**config.mk**
```make
export PLATFORM = sky130hd
export DESIGN_NAME = cfrc_parser
export DESIGN_NICKNAME = d
export VERILOG_FILES = /design/src/cfrc_pkg.sv /design/src/cfrc_parser.sv
export SDC_FILE = /design/constraint.sdc
export NUM_CORES = 1
export LEC_CHECK = 0
export BUFFER_PORTS_ARGS = -buffer_cell sky130_fd_sc_hd__clkbuf_2
export CORE_UTILIZATION = 40
export DETAILED_ROUTE_END_ITERATION = 7
export HOLD_SLACK_MARGIN = 0.15
export PLACE_DENSITY = 0.58
export SKIP_LAST_GASP = 1
export SYNTH_ARGS = -nofsm -noshare
export SYNTH_HDL_FRONTEND = slang
export SYNTH_SLANG_ARGS = --single-unit
```
**constraint.sdc**
```tcl
create_clock -name clock -period 5.2 [get_ports clock]
set_clock_uncertainty 0.2 [all_clocks]
set_input_delay 0.78 -clock clock [delete_from_list [all_inputs] [get_ports clock]]
set_output_delay 0.78 -clock clock [all_outputs]
set_load 0.05 [all_outputs]
```
**src/cfrc_pkg.sv**
```systemverilog
// Shared definitions for the command frame receiver and checker.
// Holds frame constants, the status code type, the per-frame state view and
// the byte-wide CRC-16/XMODEM update. No dependencies.
`default_nettype none

package cfrc_pkg;

   localparam logic [7:0]  FRAME_HEADER     = 8'h5A;
   localparam logic [7:0]  CMD_DEVICE_STATE = 8'h89;
   localparam logic [7:0]  CMD_OFFSET       = 8'h90;
   localparam logic [15:0] LENGTH_OVERHEAD  = 16'd3;
   localparam int          STATE_BYTES      = 10;
   localparam int          CAPTURE_FIRST    = 4;
   localparam logic [15:0] CRC_POLY         = 16'h1021;
   localparam logic [15:0] COUNT_MAX        = 16'hFFFF;

   typedef enum logic [1:0] {
      STATUS_OK     = 2'd0,
      STATUS_HEADER = 2'd1,
      STATUS_LENGTH = 2'd2,
      STATUS_CRC    = 2'd3
   } frame_status_type;

   // Frame tracking state as it stands once the current byte is taken in.
   typedef struct packed {
      logic                         header_good;
      logic [15:0]                  byte_count;
      logic [15:0]                  declared_length;
      logic [7:0]                   command_byte;
      logic [15:0]                  running_crc;
      logic [15:0]                  last_two_bytes;
      logic [STATE_BYTES-1:0][7:0]  capture;
   } frame_view_type;

   // One byte of CRC-16/XMODEM: MSB first, eight shift steps.
   function automatic logic [15:0] crc_xmodem_byte(input logic [15:0] crc,
                                                   input logic [7:0]  data);
      logic [15:0] c;
      c = crc ^ {data, 8'h00};
      for (int i = 0; i < 8; i++) begin
         if (c[15]) begin
            c = {c[14:0], 1'b0} ^ CRC_POLY;
         end else begin
            c = {c[14:0], 1'b0};
         end
      end
      return c;
   endfunction

endpackage

`default_nettype wire

```
**src/cfrc_parser.sv**
```systemverilog
// Frame parser: tracks header, declared length, command, running CRC, the
// last two bytes and the captured data bytes of the current burst.
// Depends on cfrc_pkg.
`default_nettype none

module cfrc_parser (
   input  wire logic                     clock,
   input  wire logic                     reset,
   input  wire logic                     step,
   input  wire logic [7:0]               rx_byte,
   input  wire logic                     burst_end,
   output cfrc_pkg::frame_view_type      view
);

   logic        header_good_ff, header_good_in;
   logic [15:0] byte_count_ff, byte_count_in;
   logic [15:0] declared_length_ff, declared_length_in;
   logic [7:0]  command_byte_ff, command_byte_in;
   logic [15:0] running_crc_ff, running_crc_in;
   logic [15:0] last_two_bytes_ff, last_two_bytes_in;
   logic [cfrc_pkg::STATE_BYTES-1:0][7:0] capture_ff, capture_in;

   always_comb begin
      logic [15:0] idx;
      idx                = byte_count_ff;
      header_good_in     = header_good_ff;
      byte_count_in      = byte_count_ff;
      declared_length_in = declared_length_ff;
      command_byte_in    = command_byte_ff;
      running_crc_in     = running_crc_ff;
      capture_in         = capture_ff;
      if (idx != cfrc_pkg::COUNT_MAX) begin
         if (idx == 16'd0) begin
            header_good_in = (rx_byte == cfrc_pkg::FRAME_HEADER);
         end
         if (idx == 16'd1) begin
            declared_length_in[15:8] = rx_byte;
         end
         if (idx == 16'd2) begin
            declared_length_in[7:0] = rx_byte;
         end
         if (idx == 16'd3) begin
            command_byte_in = rx_byte;
         end
         if (idx >= 16'd3 && idx <= declared_length_in) begin
            running_crc_in = cfrc_pkg::crc_xmodem_byte(running_crc_ff, rx_byte);
         end
         for (int k = 0; k < cfrc_pkg::STATE_BYTES; k++) begin
            if (idx == 16'(k + cfrc_pkg::CAPTURE_FIRST)) begin
               capture_in[k] = rx_byte;
            end
         end
         byte_count_in = idx + 16'd1;
      end
      last_two_bytes_in = {last_two_bytes_ff[7:0], rx_byte};
   end

   assign view.header_good     = header_good_in;
   assign view.byte_count      = byte_count_in;
   assign view.declared_length = declared_length_in;
   assign view.command_byte    = command_byte_in;
   assign view.running_crc     = running_crc_in;
   assign view.last_two_bytes  = last_two_bytes_in;
   assign view.capture         = capture_in;

   // A closing byte clears the frame state; captured data is kept.
   always_ff @(posedge clock) begin
      if (reset) begin
         header_good_ff     <= 1'b0;
         byte_count_ff      <= '0;
         declared_length_ff <= '0;
         command_byte_ff    <= '0;
         running_crc_ff     <= '0;
         last_two_bytes_ff  <= '0;
      end else if (step) begin
         if (burst_end) begin
            header_good_ff     <= 1'b0;
            byte_count_ff      <= '0;
            declared_length_ff <= '0;
            command_byte_ff    <= '0;
            running_crc_ff     <= '0;
            last_two_bytes_ff  <= '0;
         end else begin
            header_good_ff     <= header_good_in;
            byte_count_ff      <= byte_count_in;
            declared_length_ff <= declared_length_in;
            command_byte_ff    <= command_byte_in;
            running_crc_ff     <= running_crc_in;
            last_two_bytes_ff  <= last_two_bytes_in;
         end
      end
   end

   always_ff @(posedge clock) begin
      if (step) begin
         capture_ff <= capture_in;
      end
   end

endmodule

`default_nettype wire

```
=== Word-level counts from Yosys, hierarchy flattened ===
Cells that the tools add are included.

* Output and inout port bits: 153
* Word-level logic and storage cells: 96
* Flip-flop bits (word level): 145
* Input port bits: 12

* Muxes and demuxes: 51
* Bitwise logic cells: 9
* $lt $le $gt $ge: 2
* Reductions and logical operators: 2
* Equality and inequality tests: 15
* Add/subtract/negate cells: 1

{| class="wikitable"
|+ Operators with widths
! cell !! number
|-
| $mux 16 || 21
|-
| $mux 8 || 18
|-
| $mux 13 || 8
|-
| $eq 16x4->1 const B || 6
|-
| $mux 80 || 1
|-
| $eq 16x3->1 const B || 4
|-
| $eq 16x2->1 const B || 2
|-
| $not 3->3 || 8
|-
| $add 16x1->16 const B || 1
|-
| $eq 16x1->1 const B || 1
|-
| $ge 16x2->1 const B || 1
|-
| $le 16x16->1 || 1
|-
| $logic_not 16->1 || 1
|-
| $ne 16x16->1 const B || 1
|-
| $xor 16x16->16 || 1
|-
| $eq 8x7->1 const B || 1
|-
| $mux 1 || 3
|-
| $logic_and 1x1->1 || 1
|}

=== Logic depth before layout (Yosys ltp) ===
* Word-level depth: 36
* Gate-level depth with buffers: 15
* Depth with buffers taken out: 12

=== Worst setup path after synthesis ===
No wires, ideal clock.

* Path type: register to output
* Start point: register byte_count_ff[4]
* End point: output view[100] in the netlist's numbering
* Buffers on the path: 3
* Data required time: 4.220 ns
* Setup slack: 0.656 ns
* Cell stages (with the launch flop): 16
* Arrival time: 3.564 ns
* Cells stage by stage: dfxtp_1 -> buf_2 -> nor4_4 -> and4_1 -> buf_2 -> nand2_2 -> mux2_2 -> inv_1 -> ha_1 -> nand4_1 -> nor4_1 -> a21boi_0 -> o31a_1 -> nor2_2 -> buf_6 -> mux2_4

{| class="wikitable"
|+ RTL lines
! element !! RTL line !! RTL
|-
| from (decl) || cfrc_parser.sv:16 || <nowiki>logic [15:0] byte_count_ff, byte_count_in;</nowiki>
|-
| from (signal assigned) || cfrc_parser.sv:85 || <nowiki>byte_count_ff <= byte_count_in;</nowiki>
|-
| to (decl) || cfrc_parser.sv:12 || <nowiki>output cfrc_pkg::frame_view_type view</nowiki>
|}

==> out/metrics.cfg <==
[run_status]
status=finished clean

[logic_synthesis]
synth-compound-area-share=0.103
async_flop_share=0
postSynthAreaPerCell_um2=11.5
yosys.area.top_type_share=0.308
synth_commonest_cells=mux2_2, edfxtp_1, dfxtp_1, nand2_1, nor2_1
synth-xor-area-share=0.0416
synth-edff-count=80
synthTopCellsByArea=edfxtp_1, dfxtp_1, mux2_2
synth_area_mm2=0.00779
synth_top_area_cell=edfxtp_1
synth_fa_ha_area_frac=0.0321
post-synth-top-count-cell=mux2_2
yosys.area_share.simple=0.130
synth_flop_cell=edfxtp_1
synth_seq_area_share=0.476
synth_warnings=0
synthesis.nets=712
synth.area.mux_share=0.172
synth_top_family_by_area=multiplexers
synth_cells=680
ys_ff_latch=145
synth_cell_types=61

[global_route]
grt_pass1_vias=5800
grt_usage=0.218
antenna_found_initial=0
grt_start_max_net_pins=81
overflow=0
grt_pass1_wl_um=33100

[pwr]
vdd_drop_max_mv=0.294
p_leak_nw=3.92
p_per_area_mw_per_mm2=298

[detailed_routing]
wl_per_cell_um=19.4
drt-total-wl_um=21400
vias=5934
drt_pass1_iterations=4
first_iter_violations=299
drc=0
ant_nets=0
viasPerCell=5.37

[cts]
hold_buffers=0
cts.path.max_buffers=2
cts_num_sinks=145
clock_latency_ns=0.43
numCtsBuffers=17
cts_htree_levels=4
root_buffer=clkbuf_16
cts_tree=yes
cts.reportedPaths.clkPinSlew_ns=0.06

[setup_path]
reg2reg_to=running_crc_ff[11]$_SDFFE_PP0P_
critical_path.endpoint_type=output pin
crit_start=byte_count_ff[9]$_SDFFE_PP0P_
required_ns=4.22
path_class=flip-flop to output pin
r2r_cells=14
crit_path_max_fanout=30
start_kind=flip-flop
rrSetupSlack_ns=1.56
worstSetupEndpoint=view[110]
arrival_ns=4.03
rr_startpoint=byte_count_ff[9]$_SDFFE_PP0P_

[floorplanning]
core-area_mm2=0.0189
die_y_um=142
start_util=0.412
ioPinCount=165
die_area_mm2=0.0200
die_x_um=142
rows=50

[timing]
fin_crit_sh=0.963
hold_viol=0
finalMaxSlewViolations=0
worst_pin_slew_ns=1.03
setup_viol=0
layout_min_cycle_time_ns=5.01
whs_ns=0.268
relSlewSlack=0.314
tns_ns=0
max_freq_mhz=200

[placed_design]
dp_hpwl_um=15100
place.gp.congestion=0.869
io_buffer_count=164
placed_cells=1068
placed_area_mm2=0.00897

[flow_run]
drv_cap=0

[final_layout]
fin_cells=1106
antenna_cells=0
n_fill_cell=1751
stdcell_area_mm2=0.00962
fin_util=0.509
syn_to_final_growth_pct=23.5
nNetsFinal=865
drive_above_1_share=0.416

[hold_path]
hold_path.class=flip-flop to flip-flop

## metal layers
metal	GRT usage	vias to the layer above	routed length, um
li1	-	2783	-
met1	0.272	2928	9080
met2	0.365	203	10600
met3	0.0655	20	1450
met4	0.0617	0	290
met5	0	-	0
## placed cells by master, fill, tap and decap left out, drive strengths merged, types with 3 or more instances in the layout
master / n
clkbuf: 166
nor2: 49
nand4: 9
nor3: 5
nand3: 14
nor2b: 3
a32o: 15
ha: 20
edfxtp: 80
a211oi: 3
a31oi: 5
nor4: 6
dfxtp: 65
nand2: 62
buf: 42
xor2: 12
clkinv: 5
a21oi: 29
o21ai: 21
mux2: 113
nor3b: 4
a22oi: 28
and3: 5
or3: 7
xnor2: 25
inv: 26
nand2b: 4
## report_power, final
group	total (mW)	switching (mW)	internal, mW
logic	0.405	0.306	0.0990
registers	1.26	0.0108	1.25
clock network	1.20	0.527	0.673
## cell families after synthesis
group / count (synthesis)
multiplexers: 114
AO/OA/AOI/OAI: 112
XOR/XNOR: 37
flip-flops: 145
adder cells (fa/ha/maj): 20
buffers and inverters: 76
AND/OR/NAND/NOR: 176
## through the flow
stage / power [mW] / worst slack (ns)
after floorplan: 1.58 / 0.656
after global placement: 1.68 / 0.468
after detailed placement: 1.69 / 0.335
after CTS: 2.89 / 0.0312
after global routing: 2.97 / -0.00557
final: 2.87 / 0.195
## sequential cells by signal, indices dropped and copies added, names as in the netlist
register / flops
last_two_bytes_ff: 8
capture_ff: 80
byte_count_ff: 16
declared_length_ff: 16
command_byte_ff: 8
header_good_ff: 1
running_crc_ff: 16
## worst max-delay path: stages (launching register included)
cell and delay [ns]:
dfxtp_1 0.44, nor4_4 0.34, and4_4 0.30, buf_4 0.14, nand2_4 0.10, mux2_2 0.33
inv_1 0.06, ha_1 0.23, a21oi_1 0.13, o21ai_0 0.10, a21o_1 0.18, o31a_1 0.32
nor2_2 0.17, buf_12 0.22, mux2_4 0.31, buf_2 0.21
## what timing repair did
item                                   in CTS  in global routing
endpoints found under the hold margin       0                  0
setup buffers                               0                  6
setup endpoints to repair                  15                 15
pin swaps                                   1                  6
resized for setup                           3                  9
## worst min path at each step
stage | start | end | slack [ns] | cells past startpoint
final | last_two_bytes_ff[4]$_SDFFE_PP0P_ | last_two_bytes_ff[4]$_SDFFE_PP0P_ | 0.27 | 2
after global routing | header_good_ff$_SDFFE_PP0P_ | header_good_ff$_SDFFE_PP0P_ | 0.30 | 2
after CTS | last_two_bytes_ff[4]$_SDFFE_PP0P_ | last_two_bytes_ff[4]$_SDFFE_PP0P_ | 0.27 | 2
after detailed placement | last_two_bytes_ff[4]$_SDFFE_PP0P_ | last_two_bytes_ff[4]$_SDFFE_PP0P_ | 0.26 | 2
after global placement | header_good_ff$_SDFFE_PP0P_ | header_good_ff$_SDFFE_PP0P_ | 0.26 | 2
after floorplan | header_good_ff$_SDFFE_PP0P_ | header_good_ff$_SDFFE_PP0P_ | 0.25 | 2
## area by class of cell
type                       instances  area [um2]  area share
timing repair buffer             190        1180       0.123
sequential                       145        3700       0.385
tap                              260         325      0.0338
multi-input combinational        459        3750       0.390
clock buffer                      18         429      0.0446
clock inverter                    14         148      0.0154
inverter                          20        75.1     0.00781
Power figures use the tool's default switching activity.
